$ cat src/rtl/core/sklt_pkg.sv
// ----------------------------------------------------------------------------
// Sorted key leaf table package
// Shared field widths, result codes and the controller/datapath interface.
// ----------------------------------------------------------------------------
package sklt_pkg;

    localparam int KEY_W  = 32;
    localparam int PAY_W  = 32;
    localparam int POS_W  = 4;
    localparam int ACT_W  = 2;
    localparam int STAT_W = 3;
    localparam int IDX_W  = 5;

    typedef enum logic [ACT_W-1:0] {
        ACT_FIND   = 2'd0,
        ACT_INSERT = 2'd1,
        ACT_READ   = 2'd2,
        ACT_CLEAR  = 2'd3
    } t_action;

    localparam logic [STAT_W-1:0] ST_OK      = 3'd0;
    localparam logic [STAT_W-1:0] ST_MISS    = 3'd1;
    localparam logic [STAT_W-1:0] ST_FULL    = 3'd2;
    localparam logic [STAT_W-1:0] ST_BADPOS  = 3'd3;
    localparam logic [STAT_W-1:0] ST_CLEARED = 3'd4;

    typedef enum logic [2:0] {
        EM_NONE,
        EM_HIT,
        EM_MISS,
        EM_FULL,
        EM_BADPOS,
        EM_INS_OK,
        EM_READ,
        EM_CLEAR
    } t_emit;

    typedef struct packed {
        logic  load;
        logic  rd_mid;
        logic  set_lo;
        logic  set_hi;
        logic  rd_shift;
        logic  shift_step;
        logic  write_new;
        t_emit emit;
    } t_cmd;

    typedef struct packed {
        t_action action;
        logic    full;
        logic    ins_bad;
        logic    rd_bad;
        logic    ins_at_end;
        logic    shift_last;
        logic    range_empty;
        logic    key_eq;
        logic    key_lt;
    } t_stat;

endpackage

$ cat src/rtl/core/sklt_ram.sv
// ----------------------------------------------------------------------------
// Sorted key leaf table cell RAM
// Generic single-write, single-read RAM with a registered read port.
// ----------------------------------------------------------------------------
module sklt_ram #(
    parameter int WIDTH = 64,
    parameter int DEPTH = 16
) (
    input  logic                     i_clk,
    input  logic                     i_we,
    input  logic [$clog2(DEPTH)-1:0] i_waddr,
    input  logic [WIDTH-1:0]         i_wdata,
    input  logic [$clog2(DEPTH)-1:0] i_raddr,
    output logic [WIDTH-1:0]         o_rdata
);

    logic [WIDTH-1:0] r_mem [DEPTH];
    logic [WIDTH-1:0] r_rdata;

    always_ff @(posedge i_clk) begin
        if (i_we) begin
            r_mem[i_waddr] <= i_wdata;
        end
        r_rdata <= r_mem[i_raddr];
    end

    assign o_rdata = r_rdata;

endmodule

$ cat src/rtl/core/sklt_ctrl.sv
// ----------------------------------------------------------------------------
// Sorted key leaf table controller
// Sequences find, insert, read and clear requests over the datapath.
// ----------------------------------------------------------------------------
module sklt_ctrl (
    input  logic           i_clk,
    input  logic           i_rst_n,
    input  logic           start,
    input  sklt_pkg::t_stat i_stat,
    output sklt_pkg::t_cmd  o_cmd,
    output logic           busy
);

    import sklt_pkg::*;

    typedef enum logic [2:0] {
        S_IDLE,
        S_DECODE,
        S_FIND,
        S_FCMP,
        S_SHIFT,
        S_WRNEW,
        S_RDOUT
    } t_state;

    t_state r_state;
    t_state n_state;
    logic   r_busy;
    t_cmd   w_cmd;

    always_comb begin
        n_state = r_state;
        w_cmd   = '0;
        case (r_state)
            S_IDLE: begin
                if (start) begin
                    w_cmd.load = 1'b1;
                    n_state    = S_DECODE;
                end
            end
            S_DECODE: begin
                case (i_stat.action)
                    ACT_FIND: begin
                        n_state = S_FIND;
                    end
                    ACT_INSERT: begin
                        if (i_stat.full) begin
                            w_cmd.emit = EM_FULL;
                            n_state    = S_IDLE;
                        end else if (i_stat.ins_bad) begin
                            w_cmd.emit = EM_BADPOS;
                            n_state    = S_IDLE;
                        end else if (i_stat.ins_at_end) begin
                            n_state = S_WRNEW;
                        end else begin
                            w_cmd.rd_shift = 1'b1;
                            n_state        = S_SHIFT;
                        end
                    end
                    ACT_READ: begin
                        if (i_stat.rd_bad) begin
                            w_cmd.emit = EM_BADPOS;
                            n_state    = S_IDLE;
                        end else begin
                            n_state = S_RDOUT;
                        end
                    end
                    ACT_CLEAR: begin
                        w_cmd.emit = EM_CLEAR;
                        n_state    = S_IDLE;
                    end
                    default: begin
                        n_state = S_IDLE;
                    end
                endcase
            end
            S_FIND: begin
                if (i_stat.range_empty) begin
                    w_cmd.emit = EM_MISS;
                    n_state    = S_IDLE;
                end else begin
                    w_cmd.rd_mid = 1'b1;
                    n_state      = S_FCMP;
                end
            end
            S_FCMP: begin
                if (i_stat.key_eq) begin
                    w_cmd.emit = EM_HIT;
                    n_state    = S_IDLE;
                end else if (i_stat.key_lt) begin
                    w_cmd.set_hi = 1'b1;
                    n_state      = S_FIND;
                end else begin
                    w_cmd.set_lo = 1'b1;
                    n_state      = S_FIND;
                end
            end
            S_SHIFT: begin
                w_cmd.shift_step = 1'b1;
                if (i_stat.shift_last) begin
                    n_state = S_WRNEW;
                end
            end
            S_WRNEW: begin
                w_cmd.write_new = 1'b1;
                w_cmd.emit      = EM_INS_OK;
                n_state         = S_IDLE;
            end
            S_RDOUT: begin
                w_cmd.emit = EM_READ;
                n_state    = S_IDLE;
            end
            default: begin
                n_state = S_IDLE;
            end
        endcase
    end

    always_ff @(posedge i_clk) begin
        if (!i_rst_n) begin
            r_state <= S_IDLE;
            r_busy  <= 1'b0;
        end else begin
            r_state <= n_state;
            r_busy  <= (n_state != S_IDLE);
        end
    end

    assign o_cmd = w_cmd;
    assign busy  = r_busy;

endmodule

$ cat src/rtl/core/sklt_dp.sv
// ----------------------------------------------------------------------------
// Sorted key leaf table datapath
// Request registers, search bounds, shift pointer, cell count, cell RAM and
// the result registers.
// ----------------------------------------------------------------------------
module sklt_dp #(
    parameter int MAX_CELLS     = 16,
    parameter int PAYLOAD_WIDTH = 32
) (
    input  logic                          i_clk,
    input  logic                          i_rst_n,
    input  logic [sklt_pkg::ACT_W-1:0]    i_action,
    input  logic [sklt_pkg::KEY_W-1:0]    i_search_key,
    input  logic [sklt_pkg::POS_W-1:0]    i_position,
    input  logic [sklt_pkg::PAY_W-1:0]    i_payload,
    input  sklt_pkg::t_cmd                i_cmd,
    output sklt_pkg::t_stat               o_stat,
    output logic                          o_valid,
    output logic [sklt_pkg::STAT_W-1:0]   o_status,
    output logic [sklt_pkg::IDX_W-1:0]    o_cell_index,
    output logic [sklt_pkg::KEY_W-1:0]    o_key_out,
    output logic [sklt_pkg::PAY_W-1:0]    o_payload_out,
    output logic [sklt_pkg::IDX_W-1:0]    o_cell_count
);

    import sklt_pkg::*;

    localparam int AW = $clog2(MAX_CELLS);
    localparam int CW = $clog2(MAX_CELLS + 1);
    localparam int XW = (CW > POS_W) ? CW : POS_W;
    localparam int SW = (PAYLOAD_WIDTH < PAY_W) ? PAYLOAD_WIDTH : PAY_W;
    localparam int RW = KEY_W + SW;

    t_action           r_action;
    logic [KEY_W-1:0]  r_key;
    logic [POS_W-1:0]  r_pos;
    logic [SW-1:0]     r_pay;
    logic [CW-1:0]     r_count;
    logic [CW-1:0]     n_count;
    logic [CW-1:0]     r_lo;
    logic [CW-1:0]     r_hi;
    logic [CW-1:0]     r_ptr;
    logic [AW-1:0]     r_mid;

    logic              r_valid;
    logic [STAT_W-1:0] r_status;
    logic [IDX_W-1:0]  r_idx;
    logic [KEY_W-1:0]  r_key_out;
    logic [PAY_W-1:0]  r_pay_out;

    logic [CW:0]       w_sum;
    logic [AW-1:0]     w_mid;
    logic [CW-1:0]     w_ptr_m1;
    logic [CW-1:0]     w_ptr_m2;

    logic              w_we;
    logic [AW-1:0]     w_waddr;
    logic [RW-1:0]     w_wdata;
    logic [AW-1:0]     w_raddr;
    logic [RW-1:0]     w_rdata;
    logic [KEY_W-1:0]  w_rkey;
    logic [SW-1:0]     w_rpay;

    logic [STAT_W-1:0] w_status;
    logic [IDX_W-1:0]  w_idx;
    logic [KEY_W-1:0]  w_key_out;
    logic [PAY_W-1:0]  w_pay_out;

    assign w_sum    = {1'b0, r_lo} + {1'b0, r_hi};
    assign w_mid    = AW'(w_sum >> 1);
    assign w_ptr_m1 = r_ptr - CW'(1);
    assign w_ptr_m2 = r_ptr - CW'(2);
    assign w_rkey   = w_rdata[RW-1:SW];
    assign w_rpay   = w_rdata[SW-1:0];

    always_comb begin
        if (i_cmd.rd_mid) begin
            w_raddr = w_mid;
        end else if (i_cmd.rd_shift) begin
            w_raddr = AW'(w_ptr_m1);
        end else if (i_cmd.shift_step) begin
            w_raddr = AW'(w_ptr_m2);
        end else begin
            w_raddr = AW'(r_pos);
        end
    end

    assign w_we    = i_cmd.shift_step | i_cmd.write_new;
    assign w_waddr = i_cmd.shift_step ? AW'(r_ptr) : AW'(r_pos);
    assign w_wdata = i_cmd.shift_step ? w_rdata : {r_key, r_pay};

    sklt_ram #(
        .WIDTH (RW),
        .DEPTH (MAX_CELLS)
    ) u_ram (
        .i_clk   (i_clk),
        .i_we    (w_we),
        .i_waddr (w_waddr),
        .i_wdata (w_wdata),
        .i_raddr (w_raddr),
        .o_rdata (w_rdata)
    );

    assign o_stat.action      = r_action;
    assign o_stat.full        = (r_count >= CW'(MAX_CELLS));
    assign o_stat.ins_bad     = (XW'(r_pos) > XW'(r_count));
    assign o_stat.rd_bad      = (XW'(r_pos) >= XW'(r_count));
    assign o_stat.ins_at_end  = (XW'(r_ptr) == XW'(r_pos));
    assign o_stat.shift_last  = (XW'(w_ptr_m1) == XW'(r_pos));
    assign o_stat.range_empty = (r_lo == r_hi);
    assign o_stat.key_eq      = (w_rkey == r_key);
    assign o_stat.key_lt      = (r_key < w_rkey);

    always_comb begin
        n_count = r_count;
        if (i_cmd.emit == EM_CLEAR) begin
            n_count = '0;
        end else if (i_cmd.write_new) begin
            n_count = r_count + CW'(1);
        end
    end

    always_comb begin
        w_status  = ST_OK;
        w_idx     = IDX_W'(r_pos);
        w_key_out = '0;
        w_pay_out = '0;
        case (i_cmd.emit)
            EM_HIT: begin
                w_idx = IDX_W'(r_mid);
            end
            EM_MISS: begin
                w_status = ST_MISS;
                w_idx    = IDX_W'(r_lo);
            end
            EM_FULL: begin
                w_status = ST_FULL;
            end
            EM_BADPOS: begin
                w_status = ST_BADPOS;
            end
            EM_READ: begin
                w_key_out = w_rkey;
                w_pay_out = PAY_W'(w_rpay);
            end
            EM_CLEAR: begin
                w_status = ST_CLEARED;
                w_idx    = '0;
            end
            default: begin
                w_status = ST_OK;
            end
        endcase
    end

    always_ff @(posedge i_clk) begin
        if (!i_rst_n) begin
            r_count <= '0;
            r_valid <= 1'b0;
        end else begin
            r_count <= n_count;
            r_valid <= (i_cmd.emit != EM_NONE);
        end
    end

    always_ff @(posedge i_clk) begin
        if (i_cmd.load) begin
            r_action <= t_action'(i_action);
            r_key    <= i_search_key;
            r_pos    <= i_position;
            r_pay    <= SW'(i_payload);
            r_lo     <= '0;
            r_hi     <= r_count;
            r_ptr    <= r_count;
        end else begin
            if (i_cmd.set_lo) begin
                r_lo <= CW'(r_mid) + CW'(1);
            end
            if (i_cmd.set_hi) begin
                r_hi <= CW'(r_mid);
            end
            if (i_cmd.shift_step) begin
                r_ptr <= w_ptr_m1;
            end
        end
        if (i_cmd.rd_mid) begin
            r_mid <= w_mid;
        end
        if (i_cmd.emit != EM_NONE) begin
            r_status  <= w_status;
            r_idx     <= w_idx;
            r_key_out <= w_key_out;
            r_pay_out <= w_pay_out;
        end
    end

    assign o_valid       = r_valid;
    assign o_status      = r_status;
    assign o_cell_index  = r_idx;
    assign o_key_out     = r_key_out;
    assign o_payload_out = r_pay_out;
    assign o_cell_count  = IDX_W'(r_count);

endmodule

$ cat src/rtl/core/sorted_key_leaf_table_top.sv
// ----------------------------------------------------------------------------
// Sorted key leaf table
// Find is a binary search that probes the middle cell of the search bounds
// until a hit or an empty range; insert moves each cell from the position
// up by one (cell count minus position cells), then writes the new cell.
// The cell RAM has a single read port; one request is handled at a time and
// the next request is taken in the cycle the result strobe is high.
// Synchronous active-low reset empties the leaf; the receiver cannot stall.
// ----------------------------------------------------------------------------
module sorted_key_leaf_table_top #(
    parameter int MAX_CELLS     = 16,
    parameter int PAYLOAD_WIDTH = 32
) (
    input  logic                        i_clk,
    input  logic                        i_rst_n,
    input  logic                        start,
    input  logic [sklt_pkg::ACT_W-1:0]  i_action,
    input  logic [sklt_pkg::KEY_W-1:0]  i_search_key,
    input  logic [sklt_pkg::POS_W-1:0]  i_position,
    input  logic [sklt_pkg::PAY_W-1:0]  i_payload,
    output logic                        busy,
    output logic                        o_valid,
    output logic [sklt_pkg::STAT_W-1:0] o_status,
    output logic [sklt_pkg::IDX_W-1:0]  o_cell_index,
    output logic [sklt_pkg::KEY_W-1:0]  o_key_out,
    output logic [sklt_pkg::PAY_W-1:0]  o_payload_out,
    output logic [sklt_pkg::IDX_W-1:0]  o_cell_count
);

    import sklt_pkg::*;

    t_cmd  w_cmd;
    t_stat w_stat;

    sklt_ctrl u_ctrl (
        .i_clk   (i_clk),
        .i_rst_n (i_rst_n),
        .start   (start),
        .i_stat  (w_stat),
        .o_cmd   (w_cmd),
        .busy    (busy)
    );

    sklt_dp #(
        .MAX_CELLS     (MAX_CELLS),
        .PAYLOAD_WIDTH (PAYLOAD_WIDTH)
    ) u_dp (
        .i_clk         (i_clk),
        .i_rst_n       (i_rst_n),
        .i_action      (i_action),
        .i_search_key  (i_search_key),
        .i_position    (i_position),
        .i_payload     (i_payload),
        .i_cmd         (w_cmd),
        .o_stat        (w_stat),
        .o_valid       (o_valid),
        .o_status      (o_status),
        .o_cell_index  (o_cell_index),
        .o_key_out     (o_key_out),
        .o_payload_out (o_payload_out),
        .o_cell_count  (o_cell_count)
    );

    a_valid_single: assert property (@(posedge i_clk) disable iff (!i_rst_n)
        o_valid |=> !o_valid)
        else $error("Result strobe held for more than one cycle.");

    a_valid_idle: assert property (@(posedge i_clk) disable iff (!i_rst_n)
        o_valid |-> !busy)
        else $error("Result strobe while the block is still busy.");

    a_accept_busy: assert property (@(posedge i_clk) disable iff (!i_rst_n)
        (start && !busy) |=> busy)
        else $error("Accepted request did not raise busy.");

    a_full_count: assert property (@(posedge i_clk) disable iff (!i_rst_n)
        (o_valid && (o_status == ST_FULL)) |-> (o_cell_count == IDX_W'(MAX_CELLS)))
        else $error("Full status reported with a leaf that is not full.");

endmodule
$ cat config.mk
export PLATFORM = sky130hd
export DESIGN_NAME = sorted_key_leaf_table_top
export DESIGN_NICKNAME = d
export VERILOG_FILES = /design/src/rtl/core/sklt_pkg.sv /design/src/rtl/core/sklt_ram.sv /design/src/rtl/core/sklt_ctrl.sv /design/src/rtl/core/sklt_dp.sv /design/src/rtl/core/sorted_key_leaf_table_top.sv
export SDC_FILE = /design/constraint.sdc
export NUM_CORES = 2
export LEC_CHECK = 0
export ABC_AREA = 1
export BUFFER_PORTS_ARGS = -buffer_cell sky130_fd_sc_hd__buf_2
export CAP_MARGIN = 20
export CORE_MARGIN = 2
export CORE_UTILIZATION = 38
export CTS_BUF_LIST = sky130_fd_sc_hd__clkbuf_8
export DETAILED_ROUTE_END_ITERATION = 16
export PLACE_DENSITY = 0.6
export SETUP_SLACK_MARGIN = 0.4
export SLEW_MARGIN = 20
export SYNTH_ARGS = -nofsm -noshare
export SYNTH_HDL_FRONTEND = slang
export SYNTH_SLANG_ARGS = --single-unit
$ cat constraint.sdc
create_clock -name i_clk -period 5 [get_ports i_clk]
set_clock_uncertainty 0.05 [all_clocks]
set_input_delay 1 -clock i_clk [delete_from_list [all_inputs] [get_ports i_clk]]
set_output_delay 1 -clock i_clk [all_outputs]
set_load 0.1 [all_outputs]
[Word-level counts from Yosys, hierarchy flattened]
Memories as Yosys holds them, arrays and structs flattened. A register that Yosys moved wholly into a read port is not among the register bits.
Index checks and enable logic that the tools add are counted.
Cells by class
  $add $sub $neg: 5
  order comparisons: 4
  eq/ne operators: 19
  mux-type cells: 45
  bitwise operators: 2
  reduce and logical (&&, ||, !) cells: 7
Operators with widths (count)
  64-bit two-way mux: 1
  32-bit == test: 1
  32-bit less-than comparator: 1
  3-bit case mux with 5 select lines: 2
  3-bit two-way mux: 8
  3-bit case mux with 4 select lines: 2
  5-bit two-way mux: 4
  3-bit == test (second input constant): 6
  1-bit two-way mux: 17
  4-bit two-way mux: 4
  5-bit case mux with 3 select lines: 1
  3-bit by 2-bit == test with 1-bit output (second input constant): 4
  5-bit by 4-bit == test with 1-bit output: 2
  2-bit two-way mux: 5
  3-bit case mux with 3 select lines: 1
  3-bit by 1-bit == test with 1-bit output (second input constant): 2
  3-bit nonzero test: 2
  4-bit by 1-bit adder with 5-bit output (second input constant): 1
  5-bit by 1-bit adder with 5-bit output (second input constant): 1
  5-bit adder: 1
  5-bit == test: 1
  4-bit by 5-bit >= comparator with 1-bit output: 1
  5-bit >= comparator (second input constant): 1
  4-bit by 5-bit greater-than comparator with 1-bit output: 1
  other kinds (10): 12
Word-level totals
  register bits after elaboration: 171
  RAM bits: 1024
  input bits: 73
  output and inout bits: 79
  word-level logic and storage cells: 99
  memories: 1
Memory list
  u_dp.u_ram.r_mem: words 16, width 64, rd ports 1, clocked after memory_dff 1, wr ports 1, RTL line sklt_ram.sv:17  | logic [WIDTH-1:0] r_mem [DEPTH];

[Longest topological paths before layout]
  depth in word-level cells: 8
  depth in mapped cells: 19
  depth with buffers taken out: 17

[Hierarchy]
From an unflattened synthesis, not the netlist that was laid out.
Unflattened totals
  cells, all modules: 5024
  area total of the unflattened synthesis: 53588.9 µm²
Modules (own cells, without submodules)
  sklt_ram: instances 1, cells each 4210, area each 45285.9 µm², sequential area each 32030.7 µm²
  sklt_dp: instances 1, cells each 752, area each 7946.4 µm², sequential area each 4904.7 µm²
  sklt_ctrl: instances 1, cells each 62, area each 356.6 µm², sequential area each 80.1 µm²

[Worst setup path after synthesis]
Ideal clock, no wire load.
  path kind: reg-to-reg
  start: register u_ctrl.r_state[1]
  end: memory u_dp.u_ram.r_mem[10][0], enable pin
  setup time: 0.487 ns
  data arrival time: 3.872 ns
  data required time: 4.463 ns
  setup slack: 0.591 ns
  stages on the path, launching flop included: 8
  path buffers: 2
  period minus slack after synthesis: 4.409 ns
  path through: dfxtp_1 > nor2_1 > nand2_1 > buf_2 > clkbuf_1 > nand2_1 > nand3_1 > nor2_1
Between the ends
  word-level cells in the longest chain between the ends: 5
  elaborated cells between the ends (all ways): 8
  classes of those cells: eq/ne (2); mux (5); bitwise (1)
RTL lines
  from (decl): RTL line sklt_ctrl.sv:26  | t_state r_state;
  from (signal assigned): RTL line sklt_ctrl.sv:124  | r_state <= n_state;
  3-bit == test: RTL line sklt_ctrl.sv:34  | case (r_state)
  1-bit two-way mux: RTL line sklt_ctrl.sv:34
  1-bit OR: RTL line sklt_dp.sv:88  | assign w_we = i_cmd.shift_step | i_cmd.write_new;
  1-bit two-way mux: RTL line sklt_ram.sv:21  | if (i_we) begin
  1-bit two-way mux (not written as such): RTL line sklt_ram.sv:22  | r_mem[i_waddr] <= i_wdata;
  to (decl): RTL line sklt_ram.sv:17
Several ways; a longest one is shown, not always the timed one.

[Final worst setup path]
  start: register u_dp.r_count[1], in the netlist u_dp.o_cell_count[1]
  end: register u_dp.u_ram.r_rdata[45], in the netlist u_dp.u_ram.o_rdata[45] (read register of u_dp.u_ram.r_mem)
Between the ends
  word-level cells in the longest chain between the ends: 7
  elaborated cells between the ends (all ways): 8
  classes of those cells: order compare (2); mux (6)
RTL lines
  from (decl): RTL line sklt_dp.sv:38  | logic [CW-1:0] r_count;
  from (signal assigned): RTL line sklt_dp.sv:161  | r_count <= n_count;
  4-bit by 5-bit greater-than comparator with 1-bit output: RTL line sklt_dp.sv:106  | assign o_stat.ins_bad = (XW'(r_pos) > XW'(r_count));
  1-bit two-way mux: RTL line sklt_ctrl.sv:50  | end else if (i_stat.ins_bad) begin
  1-bit two-way mux (*): RTL line sklt_ctrl.sv:47  | if (i_stat.full) begin
  1-bit two-way mux (*): RTL line sklt_ctrl.sv:42  | case (i_stat.action)
  1-bit two-way mux (*): RTL line sklt_ctrl.sv:34
  4-bit two-way mux (*): RTL line sklt_dp.sv:79  | end else if (i_cmd.rd_shift) begin
  4-bit two-way mux (*): RTL line sklt_dp.sv:77  | if (i_cmd.rd_mid) begin
  to (decl): RTL line sklt_ram.sv:18  | logic [WIDTH-1:0] r_rdata;
Mark *: on every way between the ends. The rest lies on a longest branch, timed or not.
A chain may end at the register's enable or synchronous reset.

==> impl_metrics.py <==
metrics = {
    "floorplanning": {
        "initial_core_util_pct": 38.4,
        "pin_count": 152,
        "dieArea_mm2": 0.146,
        "rows": 138,
        "core_mm2": 0.142,
        "fp.dieH_um": 382,
        "die_w_um": 382,
    },
    "clock_network": {
        "htree_levels": 4,
        "cts-resized-gates": 0,
        "cts_tree": "yes",
        "insertion_delay_ps": 970,
        "root_buffer": "clkbuf_8",
        "clock_sinks": 1259,
        "post_cts_buffers": 0,
        "cts_hold_buf": 0,
        "numCtsBuffers": 204,
        "clkTransAtPathRegs_ps": 60,
        "clk_path_buf_depth": 3,
    },
    "worst_setup_path": {
        "critPathLaunchType": "flip-flop",
        "ff2ff_path_depth": 17,
        "crit_required_ps": 5710,
        "worstPathArrival_ps": 4420,
        "critPathCaptureType": "flip-flop",
        "crit_path_max_fanout": 88,
        "critPathKind": "reg -> reg",
    },
    "worst_hold_path": {
        "hold_class": "in -> reg",
        "worstHoldPathCells": 1,
    },
    "outcome": {
        "outcome": "completed",
    },
    "grt": {
        "grt_pass1_vias": 35800,
        "antenna_found_initial": 6,
        "grt_pass1_wl_mm": 221,
        "grtUsageTotal_pct": 20.0,
        "overflow": 0,
        "grt_max_degree": 166,
    },
    "route": {
        "dr.pass1.iters": 5,
        "drt-initial-drc-count": 3645,
        "wl_per_cell_um": 19.7,
        "drt-vias-per-instance": 4.96,
        "ant_nets": 0,
        "routed_wl_mm": 148,
        "vias": 37200,
        "drc": 0,
    },
    "synth": {
        "yosysSeqAreaShare_pct": 68.0,
        "ys.warnings.count": 0,
        "synth_cell_type_count": 37,
        "synth_seq_cells": 1259,
        "synth_cells": 5184,
        "synthesis.area_mm2": 0.0544,
        "syn-num-nets": 5304,
        "avgSynthCellArea_um2": 10.5,
    },
    "power_and_ir_drop": {
        "leakage_nw": 27.0,
        "ir_worst_vdd_mv": 0.245,
        "cellPowerDensity_mw_per_mm2": 409,
    },
    "timing": {
        "fmax_mhz": 269,
        "worst_pin_slew_ps": 1060,
        "min_period_ps": 3710,
        "slew_viol_final": 0,
        "fin_crit_sh_pct": 74.2,
        "rsz0062_at_grt": "false",
        "setup-violations-final": 0,
        "tns_ps": 0,
        "finalHoldViolations": 0,
        "max-slew-margin-rel_pct": 28.7,
    },
    "final_layout": {
        "final_cell_count_no_fill": 7502,
        "drive_gt1_share_pct": 11.1,
        "final_common_cell": "nand3_1",
        "layout.nets": 5547,
        "layout_common_cells": "nand3_1 (1,248), inv_1 (1,200), edfxtp_1 (1,180), nand2_1 (936), clkbuf_8 (223)",
        "area_growth_pct": 14.2,
    },
    "placed_design": {
        "place_congestion": 0.805,
        "placement.io_buffers": 151,
        "hpwlAfterDp_mm": 76.9,
        "dpl.cell_count": 7111,
    },
    "job": {
        "drv_cap": 0,
    },
}
worst paths after layout:
path / startpoint / end / slack (ps)
max reg2reg: u_dp.o_cell_count[1] / u_dp.u_ram.o_rdata[45] / 1290
max: u_dp.o_cell_count[1] / u_dp.u_ram.o_rdata[45] / 1290
min reg2reg: u_dp.u_ram.o_rdata[14] / u_dp.o_payload_out[14] / 490
min: i_payload[25] / u_dp.r_pay[25] / 170
final cells by class:
type                       instances  area, um2
timing repair buffer             303       2350
clock inverter                   166       1050
multi-input combinational       2517      12000
antenna                            2       5.00
tap                             1890       2360
inverter                        1142       4300
fill                           13200      79600
sequential                      1259      37000
clock buffer                     223       3070
stage by stage:
step	util, %	hold WS [ps]	cell area (um2)	total power, mW	setup WS, ps
floorplan	-	428	54400	15.3	591
global placement	40.9	480	58000	16.7	1400
detailed placement	40.9	477	58000	16.7	1320
CTS	43.8	72.6	62200	25.6	1300
global route	43.8	109	62200	26.4	1010
finish	43.8	168	62200	25.4	1290
synth_stat cells (all sizes together):
| cell | number | area, um2 |
|---|---|---|
| clkinv | 1 | 3.75 |
| edfxtp | 1180 | 35400 |
| clkbuf | 58 | 218 |
| nor3b | 2 | 15.0 |
| nand3 | 1251 | 6280 |
| xor2 | 10 | 87.6 |
| nand4 | 6 | 37.5 |
| a22oi | 4 | 30.0 |
| nor3 | 6 | 35.0 |
| nand2 | 944 | 3560 |
| nand3b | 2 | 15.0 |
| dfxtp | 79 | 1580 |
| buf | 208 | 1100 |
| ha | 46 | 576 |
| a211oi | 3 | 22.5 |
| a21oi | 23 | 115 |
| o21bai | 2 | 18.8 |
| inv | 1141 | 4280 |
| o21ai | 90 | 450 |
| a31oi | 2 | 12.5 |
| nor4 | 2 | 12.5 |
| xnor2 | 5 | 43.8 |
| nor2 | 112 | 420 |
| or2 | 3 | 18.8 |
| o211ai | 3 | 22.5 |
| fa | 1 | 20.0 |
worst max-delay path, stage by stage (launching register included):
cell and delay [ps]:
dfxtp_1 430, inv_1 110, ha_1 300, nand2_1 60, inv_1 50, nand3_1 70
nand3_1 100, nand2_1 100, nand2_1 120, o21bai_1 260, nand3_4 300, nand2_8 620
buf_12 320, nand2_1 100, nand3_1 90, nand3_1 70, nand3_1 110, nand2_1 160
report_power, final:
part	internal [mW]	total (mW)	switching (mW)	leakage [nW]
sequential	12.1	12.2	0.150	11.4
clock	4.63	8.92	4.29	2.36
combinational	1.11	4.30	3.19	13.3
total	17.8	25.4	7.63	27.0
metal layers:
layer	part of all wire, %	GRT usage (%)
met5	0	0
met4	2.5	6.01
met3	7.3	3.56
met2	48	33.3
met1	42	26.6
flip-flops by register name, summed over array words and instances, names as in the netlist, 3 cells and up:
signal / count
u_dp.o_cell_count: 5
u_ctrl.r_state: 3
u_dp.r_hi: 5
u_dp.o_status: 3
u_dp.r_lo: 5
u_dp.u_ram.r_mem: 1024
u_dp.o_payload_out: 32
u_dp.r_pos: 4
u_dp.r_ptr: 5
u_dp.r_pay: 32
u_dp.o_cell_index: 5
u_dp.r_key: 32
u_dp.u_ram.o_rdata: 64
u_dp.o_key_out: 32
u_dp.r_mid: 4
cell families after synthesis:
| kind of cell | after synthesis | share of synthesized area (%) |
|---|---|---|
| AOI/OAI and AO/OA | 127 | 1.23 |
| xor gates and xnor gates | 15 | 0.241 |
| adders and majority gates | 47 | 1.09 |
| buffers and inverters | 1408 | 10.3 |
| DFF | 1259 | 68.0 |
| and+or+nand+nor | 2328 | 19.1 |
(Power assumes the default switching activity.)
